--- config.mk ---
export PLATFORM = sky130hd
export DESIGN_NAME = line_substring_filter
export DESIGN_NICKNAME = d
export VERILOG_FILES = /design/src/sv/lsf_pkg.sv /design/src/sv/lsf_cfg_regs.sv /design/src/sv/lsf_line_engine.sv /design/src/sv/lsf_out_queue.sv /design/src/sv/line_substring_filter.sv
export SDC_FILE = /design/constraint.sdc
export NUM_CORES = 1
export LEC_CHECK = 0
export CELL_PAD_IN_SITES_DETAIL_PLACEMENT = 1
export CELL_PAD_IN_SITES_GLOBAL_PLACEMENT = 1
export CORE_UTILIZATION = 35
export CTS_BUF_LIST = sky130_fd_sc_hd__clkbuf_4 sky130_fd_sc_hd__clkbuf_8
export DETAILED_ROUTE_END_ITERATION = 12
export DONT_BUFFER_PORTS = 1
export MAX_ROUTING_LAYER = met4
export PLACE_DENSITY_LB_ADDON = 0.1
export RECOVER_POWER = 100
export SKIP_CTS_REPAIR_TIMING = 1
export SLEW_MARGIN = 20
export SYNTH_ARGS = -nofsm -noshare
export SYNTH_HDL_FRONTEND = slang
export SYNTH_SLANG_ARGS = --single-unit
--- constraint.sdc ---
create_clock -name clk -period 11.45 [get_ports clk]
set_input_delay 0.5725 -clock clk [delete_from_list [all_inputs] [get_ports clk]]
set_output_delay 0.5725 -clock clk [all_outputs]
set_load 0.03 [all_outputs]
--- src/sv/lsf_pkg.sv ---
// shared types, constants and helpers of the line substring filter
package lsf_pkg;

	// default sizes
	localparam int MAX_PATTERN_DEFAULT = 16;
	localparam int LINE_BUFFER_DEFAULT = 1024;

	// pattern characters held by the two pattern registers
	localparam int PAT_STORE = 16;

	// field widths
	localparam int CFG_W     = 64;
	localparam int CFG_IDX_W = 3;
	localparam int PLEN_W    = 5;
	localparam int COUNT_W   = 32;

	// character codes
	localparam logic [7:0] NEWLINE     = 8'd10;
	localparam logic [7:0] NUL_BYTE    = 8'd0;
	localparam logic [7:0] UPPER_A     = 8'd65;
	localparam logic [7:0] UPPER_Z     = 8'd90;
	localparam logic [7:0] CASE_OFFSET = 8'd32;

	// request and result codes
	localparam logic REQ_BYTE     = 1'b0;
	localparam logic REQ_END      = 1'b1;
	localparam logic KIND_REPORT  = 1'b0;
	localparam logic KIND_SUMMARY = 1'b1;

	// configuration register indexes
	typedef enum logic [CFG_IDX_W-1:0] {
		REG_PATTERN_LOW  = 3'd0,
		REG_PATTERN_HIGH = 3'd1,
		REG_PATTERN_LEN  = 3'd2,
		REG_IGNORE_CASE  = 3'd3,
		REG_COUNT_ONLY   = 3'd4
	} cfg_reg_e;

	// input beat
	typedef struct packed {
		logic       req_type;
		logic [7:0] data_byte;
	} item_t;

	// result beat
	typedef struct packed {
		logic               result_kind;
		logic [COUNT_W-1:0] line_number;
		logic [COUNT_W-1:0] match_count;
		logic               any_match;
		logic               last;
	} result_t;

	// configuration as seen by the datapath
	typedef struct packed {
		logic [2*CFG_W-1:0] pattern;
		logic [PLEN_W-1:0]  pattern_length;
		logic               ignore_case;
		logic               count_only;
	} cfg_t;

	// results produced by one item, first goes out first
	typedef struct packed {
		logic [1:0] count;
		result_t    first;
		result_t    second;
	} eng_res_t;

	// fold A-Z to a-z when case is ignored
	function automatic logic [7:0] fold_case(input logic [7:0] c, input logic ic);
		if (ic && c >= UPPER_A && c <= UPPER_Z) begin
			return c + CASE_OFFSET;
		end
		return c;
	endfunction

	// counter step that stops at all ones
	function automatic logic [COUNT_W-1:0] sat_inc(input logic [COUNT_W-1:0] v);
		return (v == '1) ? v : v + COUNT_W'(1);
	endfunction

endpackage

--- src/sv/lsf_cfg_regs.sv ---
// configuration register bank of the line substring filter
module lsf_cfg_regs
	import lsf_pkg::*;
(
	input  logic                 clk,
	input  logic                 arst_n,
	input  logic                 cfg_we,
	input  logic [CFG_IDX_W-1:0] cfg_index,
	input  logic [CFG_W-1:0]     cfg_data,
	output cfg_t                 cfg
);

	logic [CFG_W-1:0]  pat_low_q;
	logic [CFG_W-1:0]  pat_high_q;
	logic [PLEN_W-1:0] plen_q;
	logic              ignore_case_q;
	logic              count_only_q;

	// register writes, unknown indexes are dropped
	always_ff @(posedge clk or negedge arst_n) begin
		if (!arst_n) begin
			pat_low_q     <= '0;
			pat_high_q    <= '0;
			plen_q        <= '0;
			ignore_case_q <= 1'b0;
			count_only_q  <= 1'b0;
		end else if (cfg_we) begin
			unique case (cfg_reg_e'(cfg_index))
				REG_PATTERN_LOW:  pat_low_q     <= cfg_data;
				REG_PATTERN_HIGH: pat_high_q    <= cfg_data;
				REG_PATTERN_LEN:  plen_q        <= cfg_data[PLEN_W-1:0];
				REG_IGNORE_CASE:  ignore_case_q <= cfg_data[0];
				REG_COUNT_ONLY:   count_only_q  <= cfg_data[0];
				default: ;
			endcase
		end
	end

	assign cfg.pattern        = {pat_high_q, pat_low_q};
	assign cfg.pattern_length = plen_q;
	assign cfg.ignore_case    = ignore_case_q;
	assign cfg.count_only     = count_only_q;

endmodule

--- src/sv/lsf_line_engine.sv ---
// line state, byte window, pattern compare and counters
module lsf_line_engine
	import lsf_pkg::*;
#(
	parameter int MAX_PATTERN = MAX_PATTERN_DEFAULT,
	parameter int LINE_BUFFER = LINE_BUFFER_DEFAULT
) (
	input  logic     clk,
	input  logic     arst_n,
	input  cfg_t     cfg,
	input  item_t    item,
	input  logic     step,
	output eng_res_t res
);

	localparam int PAT_N = (MAX_PATTERN < PAT_STORE) ? MAX_PATTERN : PAT_STORE;
	localparam int LP_W  = $clog2(LINE_BUFFER);
	localparam int LPC_W = ((LP_W > PLEN_W) ? LP_W : PLEN_W) + 1;
	localparam logic [LP_W-1:0] LINE_LAST = LP_W'(LINE_BUFFER - 1);

	logic [7:0]         win_q [MAX_PATTERN];
	logic [7:0]         win_next [MAX_PATTERN];
	logic [LP_W-1:0]    lp_q;
	logic               zero_q;
	logic               has_q;
	logic [COUNT_W-1:0] lines_q;
	logic [COUNT_W-1:0] matches_q;

	logic [7:0]         patf [PAT_N];
	logic [PLEN_W-1:0]  eff_len;
	logic [7:0]         cf;
	logic               is_end;
	logic               is_nl;
	logic               searching;
	logic               long_enough;
	logic               len_hit;
	logic               hit_now;
	logic [LP_W-1:0]    lp_inc;
	logic               close_line;
	logic               matched;
	logic               report;
	logic [COUNT_W-1:0] lines_c;
	logic [COUNT_W-1:0] matches_c;
	result_t            rep_rec;
	result_t            sum_rec;

	// pattern length in use, clamped to what is stored and compared
	assign eff_len = (cfg.pattern_length > PLEN_W'(PAT_N)) ? PLEN_W'(PAT_N)
	                                                      : cfg.pattern_length;

	// folded pattern characters
	always_comb begin
		for (int i = 0; i < PAT_N; i++) begin
			patf[i] = fold_case(cfg.pattern[8*i +: 8], cfg.ignore_case);
		end
	end

	// classify the byte
	assign cf        = fold_case(item.data_byte, cfg.ignore_case);
	assign is_end    = (item.req_type == REQ_END);
	assign is_nl     = (item.data_byte == NEWLINE);
	assign searching = !is_end && !is_nl && !zero_q && (item.data_byte != NUL_BYTE);

	// window with the new byte shifted in at the newest end
	always_comb begin
		for (int i = 0; i < MAX_PATTERN - 1; i++) begin
			win_next[i] = win_q[i+1];
		end
		win_next[MAX_PATTERN-1] = cf;
	end

	// compare the newest bytes against the pattern, one term per length
	always_comb begin
		logic all_eq;
		len_hit = 1'b0;
		for (int l = 1; l <= PAT_N; l++) begin
			all_eq = 1'b1;
			for (int i = 0; i < l; i++) begin
				if (win_next[MAX_PATTERN-l+i] != patf[i]) begin
					all_eq = 1'b0;
				end
			end
			if (eff_len == PLEN_W'(l)) begin
				len_hit = all_eq;
			end
		end
	end

	// enough bytes of this line in the window for the pattern
	assign long_enough = (LPC_W'(lp_q) + LPC_W'(1)) >= LPC_W'(eff_len);
	assign hit_now     = searching && (eff_len != '0) && long_enough && len_hit;

	// line end by newline, by length or by end of input
	assign lp_inc     = lp_q + LP_W'(1);
	assign close_line = (!is_end && is_nl)
	                 || (!is_end && !is_nl && lp_inc >= LINE_LAST)
	                 || (is_end && lp_q != '0);
	assign matched    = (eff_len == '0) || has_q || hit_now;
	assign report     = close_line && matched && !cfg.count_only;
	assign lines_c    = close_line ? sat_inc(lines_q) : lines_q;
	assign matches_c  = (close_line && matched) ? sat_inc(matches_q) : matches_q;

	// result records
	always_comb begin
		rep_rec.result_kind = KIND_REPORT;
		rep_rec.line_number = lines_c;
		rep_rec.match_count = matches_c;
		rep_rec.any_match   = (matches_c != '0);
		rep_rec.last        = !is_end;

		sum_rec.result_kind = KIND_SUMMARY;
		sum_rec.line_number = lines_c;
		sum_rec.match_count = matches_c;
		sum_rec.any_match   = (matches_c != '0);
		sum_rec.last        = 1'b1;

		res.count  = {1'b0, report} + {1'b0, is_end};
		res.first  = report ? rep_rec : sum_rec;
		res.second = sum_rec;
	end

	// line and stream state
	always_ff @(posedge clk or negedge arst_n) begin
		if (!arst_n) begin
			lp_q      <= '0;
			zero_q    <= 1'b0;
			has_q     <= 1'b0;
			lines_q   <= '0;
			matches_q <= '0;
		end else if (step) begin
			if (is_end) begin
				lp_q      <= '0;
				zero_q    <= 1'b0;
				has_q     <= 1'b0;
				lines_q   <= '0;
				matches_q <= '0;
			end else if (close_line) begin
				lp_q      <= '0;
				zero_q    <= 1'b0;
				has_q     <= 1'b0;
				lines_q   <= lines_c;
				matches_q <= matches_c;
			end else begin
				lp_q   <= lp_inc;
				zero_q <= zero_q || (item.data_byte == NUL_BYTE);
				has_q  <= has_q || hit_now;
			end
		end
	end

	// window bytes, stale ones from an earlier line are never compared
	always_ff @(posedge clk) begin
		if (step && searching) begin
			for (int i = 0; i < MAX_PATTERN; i++) begin
				win_q[i] <= win_next[i];
			end
		end
	end

endmodule

--- src/sv/lsf_out_queue.sv ---
// two-entry result queue, takes up to two results in one cycle
module lsf_out_queue
	import lsf_pkg::*;
(
	input  logic     clk,
	input  logic     arst_n,
	input  logic     push,
	input  eng_res_t res,
	output logic [1:0] room,
	output logic     result_valid,
	input  logic     result_stall,
	output result_t  result
);

	result_t    head_q;
	result_t    tail_q;
	logic [1:0] count_q;
	logic [1:0] rem;
	logic [1:0] added;
	logic       pop;
	result_t    keep;

	assign pop          = result_valid && !result_stall;
	assign rem          = count_q - {1'b0, pop};
	assign room         = 2'd2 - rem;
	assign added        = push ? res.count : 2'd0;
	assign keep         = pop ? tail_q : head_q;
	assign result_valid = (count_q != 2'd0);
	assign result       = head_q;

	// occupancy
	always_ff @(posedge clk or negedge arst_n) begin
		if (!arst_n) begin
			count_q <= '0;
		end else begin
			count_q <= rem + added;
		end
	end

	// entries, new results go behind whatever remains
	always_ff @(posedge clk) begin
		unique case (rem)
			2'd0: begin
				head_q <= res.first;
				tail_q <= res.second;
			end
			2'd1: begin
				head_q <= keep;
				tail_q <= res.first;
			end
			default: begin
				head_q <= head_q;
				tail_q <= tail_q;
			end
		endcase
	end

endmodule

--- src/sv/line_substring_filter.sv ---
// top level of the line substring filter
//
//  channel   direction  handshake                 beat
//  item      in         item_valid / item_stall   item_t: req_type, data_byte
//  result    out        result_valid / result_stall  result_t: kind, line, count, flags
//  cfg       in         cfg_we                    cfg_index, cfg_data (64 bits)
//
// one item is taken per cycle unless stalled; results are registered in the result queue.
// the input register feeds a single pass of compare logic into a two-entry
// result queue; an end of input that closes a matching line gives two results,
// which the queue takes together, so a free result side never stalls the input.
// a stalled result side fills the queue and then stalls the input.
// reset clears all line state, counters and configuration registers.
module line_substring_filter
	import lsf_pkg::*;
#(
	parameter int MAX_PATTERN = MAX_PATTERN_DEFAULT,
	parameter int LINE_BUFFER = LINE_BUFFER_DEFAULT
) (
	input  logic                 clk,
	input  logic                 arst_n,
	input  logic                 item_valid,
	output logic                 item_stall,
	input  item_t                item,
	output logic                 result_valid,
	input  logic                 result_stall,
	output result_t              result,
	input  logic                 cfg_we,
	input  logic [CFG_IDX_W-1:0] cfg_index,
	input  logic [CFG_W-1:0]     cfg_data
);

	cfg_t       cfg;
	item_t      item_s1;
	logic       valid_s1;
	eng_res_t   res;
	logic [1:0] room;
	logic       step;

	lsf_cfg_regs u_cfg (
		.clk       (clk),
		.arst_n    (arst_n),
		.cfg_we    (cfg_we),
		.cfg_index (cfg_index),
		.cfg_data  (cfg_data),
		.cfg       (cfg)
	);

	// input register
	assign step       = valid_s1 && (res.count <= room);
	assign item_stall = valid_s1 && !step;

	always_ff @(posedge clk or negedge arst_n) begin
		if (!arst_n) begin
			valid_s1 <= 1'b0;
		end else if (!item_stall) begin
			valid_s1 <= item_valid;
		end
	end

	always_ff @(posedge clk) begin
		if (!item_stall && item_valid) begin
			item_s1 <= item;
		end
	end

	lsf_line_engine #(
		.MAX_PATTERN (MAX_PATTERN),
		.LINE_BUFFER (LINE_BUFFER)
	) u_engine (
		.clk    (clk),
		.arst_n (arst_n),
		.cfg    (cfg),
		.item   (item_s1),
		.step   (step),
		.res    (res)
	);

	lsf_out_queue u_queue (
		.clk          (clk),
		.arst_n       (arst_n),
		.push         (step),
		.res          (res),
		.room         (room),
		.result_valid (result_valid),
		.result_stall (result_stall),
		.result       (result)
	);

	// two results from one item are a report followed by the summary
	a_pair_order: assert property (@(posedge clk) disable iff (!arst_n)
		step && res.count == 2'd2
		|-> !res.first.last && res.first.result_kind == KIND_REPORT
		    && res.second.result_kind == KIND_SUMMARY)
		else $error("two results not a report then a summary");

	// a non-final report is always followed directly by the summary
	a_summary_follows: assert property (@(posedge clk) disable iff (!arst_n)
		result_valid && !result_stall && result.result_kind == KIND_REPORT
		&& !result.last
		|=> result_valid && result.result_kind == KIND_SUMMARY)
		else $error("summary missing after end of input report");

	// end of input always yields a summary
	a_end_gives_result: assert property (@(posedge clk) disable iff (!arst_n)
		step && item_s1.req_type == REQ_END |-> res.count != 2'd0)
		else $error("end of input without summary");

	// the input only stalls on an item held in the input register
	a_stall_cause: assert property (@(posedge clk) disable iff (!arst_n)
		item_stall |-> valid_s1 && res.count > room)
		else $error("input stalled without a blocked item");

endmodule

==> run summary, run 1 <==
outcome: finished with violations
failing checks: max-capacitance violations, max-slew violations
Final ANT Viol Nets: 0
synthesis warning total: 0
Setup CP Type: reg2reg
Synth Flop Type: edfxtp_1
CP max FO: 65
clock skew: 0.0496 ns
# DRC: 0
final hold violations: 0
crit start category: flop
Fmax achieved: 0.0995 GHz
async set-reset flop share out of synthesis: 44.9%
share of post-route cells with drive strength above 1: 13.4%
Post-Syn Area: 35,600 sq um
sequential share of power: 32.6%
Finish-stage setup viols: 0
largest net degree at the start of global routing: 215
post-synthesis sequential area ratio: 37.2%
vias in the first global route: 31.4k
GRT Overall Usage: 40.0%
# IOs: 150
Post-Place Cells: 4,809
Std-Cell Rows: 116
DR pass1 iterations: 7
initial antenna violation count: 19
Syn Nets: 3,745
root buffer cell: clkbuf_8
Die Y: 321 um
Max IR drop VDD: 0.364 mV
worst endpoint required time: 12.11 ns
Place WS: 2.48 ns
clock network fraction of design power: 15.6%
Initial Util: 35.5%
# H-tree levels: 3
Power Internal: 0.00611 W
area added between synthesis and finish: 11.5%
TNS Setup: 0 ns
non-filler cells, final: 5,068
core area: 100,000 sq um
DP HPWL: 145,000 um
Storage cell area: 13,300 sq um
#FFs+latches synth: 477
Synth cell types: 115
CTS tree: yes
net switching power: 0.00679 W
crit path time final: 10.05 ns
EDFF count, synth: 263
worst-path cell chain: clkbuf_1 -> or3_1 -> o31ai_1 -> o41a_1 -> clkbuf_1 -> xnor2_1 -> nand2_1 -> nor4_1 -> nand4_1 -> o41ai_1 -> o21ai_1 -> and2_4 -> nor2_1 -> ha_1 -> ha_1 -> nor2b_1 -> o21ai_0 -> and2_0 -> nand2_2 -> buf_4 -> a21o_1 -> a21o_1
combinational power share: 51.8%
Clock Path Buffers: 3
1st-iter DRT viols: 3,558
Hold WC Path Type: in2reg
fin crit share: 87.8%
mean post-synth cell area: 9.82 sq um
IO Port Bufs: 0
switch share: 52.6%
Fillers: 11.2k
chip width: 321 um
Critical Path AT: 10.71 ns
first-pass GRT wire length: 276,000 um
CTS Buf Count: 93
via count: 31.8k
worst-skew pair later-pin latency: 0.79 ns
slowest CP cell: clkbuf_1
Worst-path clk slew: 0.06 ns
RSZ-0062 raised after global routing: false
multi-input logic area: 20,500 sq um
drt total wl: 203,000 um
Worst Setup End Kind: flop
die area: 103,000 sq um
Power Dens Cells: 325 nW/um^2
Worst-Margin Slew: 6.31 ns
Pleak: 14.2 nW
Max Cap Viol: 36
DR WL/cell: 40.1 um
Syn Inst Count: 3,629
Worst slew margin: -321%
vias per inst: 6.27
Nets: 3,738
GPL Wtd Cong: 1.05
total grt overflow: 0
CTS Sinks: 477
final setup margin: 1.40 ns
slowest stage delay, CP: 1.36 ns
Final Slew Violations: 959
final core occ: 39.6%
-- routing by layer --
layer,part of all wire (%),track usage (%),vias to the layer above
li1,-,-,12900
met1,42,51.6,16500
met4,7.7,25.8,0
met5,0,-,-
met3,7.6,7.30,648
met2,43,57.5,1762
-- stage by stage --
step | cell area (sq um) | hold WS [ns] | total power, W
5_1_grt | 39700 | 0.0285 | 0.0132
2_1_floorplan | 35600 | 0.277 | 0.00771
4_1_cts | 39300 | -0.557 | 0.0127
3_5_place_dp | 37200 | 0.282 | 0.0107
6_report | 39700 | 0.0142 | 0.0129
3_3_place_gp | 37100 | 0.283 | 0.0106
-- cell usage after synthesis, types with 69 or more instances --
cell type / count / area share, %
inv_1: 81 / 0.85
dfrtp_1: 214 / 15
nor2_1: 130 / 1.4
nor4_1: 153 / 2.7
nand3_1: 69 / 0.97
mux2_2: 167 / 5.3
o21ai_0: 129 / 1.8
xor2_1: 478 / 12
nand2_1: 200 / 2.1
edfxtp_1: 263 / 22
clkbuf_1: 186 / 2.0
xnor2_1: 585 / 14
buf_1: 75 / 0.79
nand4_1: 142 / 2.5
-- power groups by stage --
| stage | registers (W) | logic, W | clock network (W) |
|---|---|---|---|
| floorplan | 0.00334 | 0.00437 | 0 |
| global placement | 0.00412 | 0.00646 | 0 |
| global route | 0.00420 | 0.00690 | 0.00211 |
| finish | 0.00420 | 0.00669 | 0.00201 |
| detailed placement | 0.00413 | 0.00652 | 0 |
| CTS | 0.00411 | 0.00655 | 0.00205 |
-- logic make-up after synthesis --
group	Yosys count	synth area share (%)
mux	176	5.54
compound gates	505	10.3
buf+inv	435	5.40
xor+xnor	1063	26.1
flops	477	37.2
fa+ha+maj	35	1.23
simple gates	938	14.2
-- sequential cells by signal, summed over array words and instances (netlist names), 2 cells and up --
signal,cells
u_engine.lp_q,10
u_queue.count_q,2
u_cfg.pat_high_q,64
u_engine.lines_q,32
u_queue.result,67
u_engine.matches_q,32
u_cfg.plen_q,5
u_engine.win_q,120
item_s1,9
u_cfg.pat_low_q,64
u_queue.tail_q,67
-- worst paths after layout --
kind / startpoint / to / slack [ns] / cells after the start
max: item_s1[0] / u_engine.matches_q[11] / 1.40 / 22
min: cfg_data[5] / u_cfg.pat_low_q[5] / 0.01 / 2
max reg2reg: item_s1[0] / u_engine.matches_q[11] / 1.40 / 22
min reg2reg: u_engine.win_q[1][36] / u_engine.win_q[1][28] / 0.46 / 0
max in group asynchronous: arst_n / u_cfg.pat_low_q[43] / 5.35 / 1
min in group asynchronous: arst_n / u_cfg.pat_low_q[52] / 1.87 / 1
-- final cells by class --
| type | count | share of cell area [%] |
|---|---|---|
| Timing Repair Buffer | 240 | 4.42 |
| Sequential cell | 477 | 33.4 |
| Antenna cell | 10 | 0.0630 |
| Tap cell | 1357 | 4.27 |
| Clock buffer | 125 | 3.94 |
| Inverter | 93 | 0.879 |
| Multi-Input combinational cell | 2717 | 51.7 |
| Clock inverter | 49 | 1.39 |
-- layout by cell type, fill, tap and decap left out, types with 26 or more instances in the layout --
cell and count:
xnor2_1 585, xor2_1 478, edfxtp_1 263, dfrtp_1 211, nand2_1 199, mux2_2 154
nor4_1 150, nand4_1 142, nor2_1 130, o21ai_0 128, clkbuf_8 100, buf_4 98
inv_1 81, dlygate4sd3_1 74, nand3_1 69, a21oi_1 65, clkbuf_1 65, nor3_1 58
a22o_1 39, ha_1 35, nand2b_1 33, o22ai_1 26
-- worst max-delay path: cells and delay by family, from the launching register on --
kind	cells	cell delay (ns)
buffers and inverters	3	2.53
adders and majority gates	2	0.51
DFF	1	0.36
and+or+nand+nor	9	3.36
xor gates and xnor gates	1	0.21
AOI/OAI and AO/OA	7	2.78
Note: power is estimated with default switching activity, not from simulation.
==> inputs of run 2 (changes only) <==
==> constraint.sdc (replaced) <==
create_clock -name clk -period 10.05 [get_ports clk]
set_input_delay 0.5025 -clock clk [delete_from_list [all_inputs] [get_ports clk]]
set_output_delay 0.5025 -clock clk [all_outputs]
set_load 0.03 [all_outputs]
==> run summary, run 2 (synthesized netlist as in run 1, its figures left out) <==
RSZ-0062 raised after global routing: false
CTS Sinks: 477
# DRC: 0
initial antenna violation count: 17
Hold WC Path Type: in2reg
worst-skew pair later-pin latency: 0.79 ns
Nets: 3,763
Die Y: 321 um
fin crit share: 93.4%
GRT Overall Usage: 40.8%
Pleak: 14.2 nW
Setup CP Type: reg2reg
first-pass GRT wire length: 279,000 um
Clock Path Buffers: 3
core area: 100,000 sq um
max FFs per register: 120
drt total wl: 207,000 um
multi-input logic area: 20,500 sq um
Worst-path clk slew: 0.06 ns
crit start category: flop
chip width: 321 um
via count: 32.3k
failing checks: max-capacitance violations, max-slew violations
Max IR drop VDD: 0.323 mV
# H-tree levels: 3
Worst Setup End Kind: flop
Fmax achieved: 0.106 GHz
Worst-Margin Slew: 6.24 ns
worst endpoint required time: 10.46 ns
CP max FO: 28
total grt overflow: 0
root buffer cell: clkbuf_8
vias in the first global route: 31.7k
CTS tree: yes
DP HPWL: 150,000 um
clock skew: 0.0449 ns
vias per inst: 6.34
largest net degree at the start of global routing: 215
DR pass1 iterations: 6
GPL Wtd Cong: 1.08
area added between synthesis and finish: 11.5%
Max Cap Viol: 30
Initial Util: 35.5%
final core occ: 39.6%
Worst slew margin: -316%
leading cell type in the layout, fill and taps excluded: xnor2_1
Std-Cell Rows: 116
share of post-route cells with drive strength above 1: 13.6%
Power Dens Cells: 369 nW/um^2
Finish-stage setup viols: 0
DR WL/cell: 40.8 um
outcome: finished with violations
IO Port Bufs: 0
commonest non-fill, non-tap cells in the layout: 585 x xnor2_1, 478 x xor2_1, 263 x edfxtp_1
Storage cell area: 13,300 sq um
Critical Path AT: 9.80 ns
# IOs: 150
Final Slew Violations: 878
1st-iter DRT viols: 3,922
final hold violations: 0
worst hold slack: 0.0420 ns
Final ANT Viol Nets: 0
CTS Buf Count: 89
die area: 103,000 sq um
TNS Setup: 0 ns
crit path time final: 9.39 ns
Fillers: 11.3k
largest reg by FF count: u_engine.win_q
==> run 2: final timing paths <==
kind	startpoint	endpoint	slack [ns]	cells after the start
setup / recovery	u_engine.win_q[1][57]	u_engine.win_q[1][0]	0.66	21
hold / removal	cfg_data[45]	u_cfg.pat_low_q[45]	0.04	2
setup reg to reg	u_engine.win_q[1][57]	u_engine.win_q[1][0]	0.66	21
hold reg to reg	u_engine.has_q	u_engine.has_q	0.52	1
max in group asynchronous	arst_n	u_cfg.pat_low_q[42]	3.55	2
min in group asynchronous	arst_n	u_cfg.pat_low_q[18]	2.30	2
==> run 2: area by class of cell <==
cell class,count,area share (%)
timing repair buffer,269,4.97
antenna,7,0.0441
tap,1357,4.27
clock inverter,37,0.841
multi-input combinational,2717,51.6
clock buffer,130,3.98
sequential,477,33.4
inverter,93,0.879
==> run 2: critical path: stages, from the launching register on <==
cell	delay [ns]
edfxtp_1	0.32
clkbuf_1	1.39
xor2_1	0.16
nor4_1	0.67
nand4_1	0.42
nor4b_1	1.36
nand4_1	0.17
nor4_1	0.28
a32oi_1	0.18
a41oi_1	0.32
or4_4	0.23
o21ai_2	0.15
and2_4	0.27
nor2_1	0.51
ha_1	0.29
ha_1	0.25
nor2b_1	0.14
o21ai_0	0.28
nand2_1	0.26
nor2_1	0.25
and2_4	0.59
clkbuf_1	0.46
==> run 2: stage by stage <==
step	cell area, sq um	power [W]	cells	worst slack (ns)
detailed placement	37400	0.0123	4835	1.40
global placement	37300	0.0122	4833	0.571
finish	39700	0.0146	5087	0.660
floorplan	35600	0.00878	3629	1.85
CTS	39300	0.0144	5002	1.34
global route	39700	0.0150	5087	0.555
==> run 2: metal layers <==
metal  vias to the layer above  track usage, %  share of wire [%]
li1                      12900               -                  -
met1                     16700            51.4                 41
met2                      1967            59.8                 43
met3                       720            8.16                8.2
met4                         0            25.6                7.7
met5                         -               -                  0
==> run 2: power breakdown <==
part	internal [W]	switching [W]
clock	0.00113	0.000957
combinational	0.00248	0.00514
sequential	0.00321	0.00172
total	0.00683	0.00781
==> inputs of run 3 (changes only) <==
--- a/config.mk
+++ b/config.mk
@@ -5,14 +5,11 @@
 export SDC_FILE = /design/constraint.sdc
 export NUM_CORES = 1
 export LEC_CHECK = 0
-export CELL_PAD_IN_SITES_DETAIL_PLACEMENT = 1
-export CELL_PAD_IN_SITES_GLOBAL_PLACEMENT = 1
 export CORE_UTILIZATION = 35
 export CTS_BUF_LIST = sky130_fd_sc_hd__clkbuf_4 sky130_fd_sc_hd__clkbuf_8
 export DETAILED_ROUTE_END_ITERATION = 12
 export DONT_BUFFER_PORTS = 1
 export MAX_ROUTING_LAYER = met4
-export PLACE_DENSITY_LB_ADDON = 0.1
 export RECOVER_POWER = 100
 export SKIP_CTS_REPAIR_TIMING = 1
 export SLEW_MARGIN = 20
==> run summary, run 3 (synthesized netlist as in run 1, its figures left out) <==
worst-skew pair later-pin latency: 0.79 ns
Die Y: 321 um
crit start category: flop
Worst setup startpoint: item_s1[1]
die area: 103,000 sq um
fin crit share: 90.3%
CTS Sinks: 477
Nets: 3,752
setup slack, reg-to-reg: 1.01 ns
worst r2r src: item_s1[1]
Place WS: 2.24 ns
outcome: finished with violations
area added between synthesis and finish: 11.7%
initial antenna violation count: 18
first-pass GRT wire length: 257,000 um
vias in the first global route: 29.5k
Initial Util: 35.5%
CTS tree: yes
final hold violations: 0
clock network fraction of design power: 15.0%
IO Port Bufs: 0
GRT Overall Usage: 37.1%
Clock Path Buffers: 3
Power Internal: 0.00691 W
max FFs per register: 120
via count: 31.5k
core area: 100,000 sq um
worst-case reg-to-reg path depth: 24
share of post-route cells with drive strength above 1: 13.8%
Worst-Margin Slew: 6.16 ns
Hold WC Path Type: in2reg
# IOs: 150
commonest non-fill, non-tap cells in the layout: 585 x xnor2_1, 478 x xor2_1, 263 x edfxtp_1
CP max FO: 21
min-delay src: cfg_index[0]
root buffer cell: clkbuf_8
DR pass1 iterations: 9
Worst slew margin: -311%
crit path time final: 9.07 ns
largest net degree at the start of global routing: 215
worst hold slack: 0.0340 ns
RSZ-0062 raised after global routing: false
Std-Cell Rows: 116
Worst Setup End Kind: output port
DP HPWL: 136,000 um
non-filler cells, final: 5,083
largest reg by FF count: u_engine.win_q
Setup CP Type: reg2out
vias per inst: 6.19
TNS Setup: 0 ns
Final ANT Viol Nets: 0
Worst-path clk slew: 0.06 ns
Post-Place Cells: 4,826
Max Cap Viol: 24
Fmax achieved: 0.110 GHz
drt total wl: 189,000 um
1st-iter DRT viols: 4,328
# H-tree levels: 3
switch share: 52.2%
total grt overflow: 0
Power Dens Cells: 363 nW/um^2
sequential share of power: 33.7%
DR WL/cell: 37.2 um
Max IR drop VDD: 0.282 mV
leading cell type in the layout, fill and taps excluded: xnor2_1
CTS Buf Count: 88
reg-to-reg endpoint: u_engine.matches_q[25]
# DRC: 0
GPL Wtd Cong: 1.11
Pwr Total: 0.0145 W
failing checks: max-capacitance violations, max-slew violations
Worst Hold End: u_cfg.count_only_q
Critical Path AT: 8.57 ns
combinational power share: 51.2%
worst endpoint required time: 9.55 ns
clock skew: 0.0851 ns
final setup margin: 0.980 ns
chip width: 321 um
Pleak: 14.3 nW
Finish-stage setup viols: 0
net switching power: 0.00754 W
Final Slew Violations: 787
hold depth: 2
[run 3: metrics by stage]
stage          util (%)  area, sq um
2_1_floorplan         -        35600
3_3_place_gp       37.1        37200
3_5_place_dp       37.1        37300
4_1_cts            39.1        39300
5_1_grt            39.6        39800
6_report           39.6        39800
[run 3: worst max path at each step]
stage / slack [ns] / depth (start not counted) / to
after global routing: 0.83 / 24 / u_engine.matches_q[25]
after detailed placement: 2.24 / 25 / u_engine.matches_q[25]
final: 0.98 / 20 / item_stall
after CTS: 2.10 / 20 / item_stall
after global placement: 1.74 / 23 / u_engine.matches_q[25]
after floorplan: 1.85 / 24 / u_engine.win_q[0][10]
[run 3: critical path: stages, from the launching register on]
cell       delay, ns
edfxtp_1        0.41
clkbuf_1        1.64
xnor2_1         0.21
nand4_1         0.14
nor4_1          0.63
nand4_1         0.62
a211oi_1        0.42
o211ai_1        0.20
or4_1           0.60
nor4_1          0.46
a2bb2oi_2       0.30
o21ai_2         0.20
and2_4          0.26
nor2_1          0.26
ha_1            0.23
ha_1            0.24
nor2b_1         0.13
o21ai_0         0.26
inv_1           0.07
nand2_1         0.26
inv_1           0.25
[run 3: final cells by class]
| class | instances | area, sq um |
|---|---|---|
| clock inverters | 41 | 457 |
| diodes | 16 | 40.0 |
| well taps | 1357 | 1700 |
| clock buffers | 123 | 1540 |
| inverters | 93 | 349 |
| multi-input cells | 2717 | 20500 |
| flip-flops and latches | 477 | 13300 |
| fillers | 10100 | 60700 |
| repair buffers | 259 | 1930 |
[run 3: metal layers]
metal  up-vias  share of wire (%)  GRT usage, %
li1      12900                  -             -
met1     15500                 40          47.9
met2      2250                 40          51.1
met3       754                 11          10.1
met4         0                7.8          23.1
met5         -                  0             -
[run 3: power groups by stage]
stage          sequential (W)  combinational (W)  clock, W
2_1_floorplan         0.00380            0.00498         0
3_3_place_gp          0.00475            0.00718         0
3_5_place_dp          0.00474            0.00717         0
4_1_cts               0.00472            0.00719   0.00221
5_1_grt               0.00485            0.00765   0.00228
6_report              0.00487            0.00741   0.00217
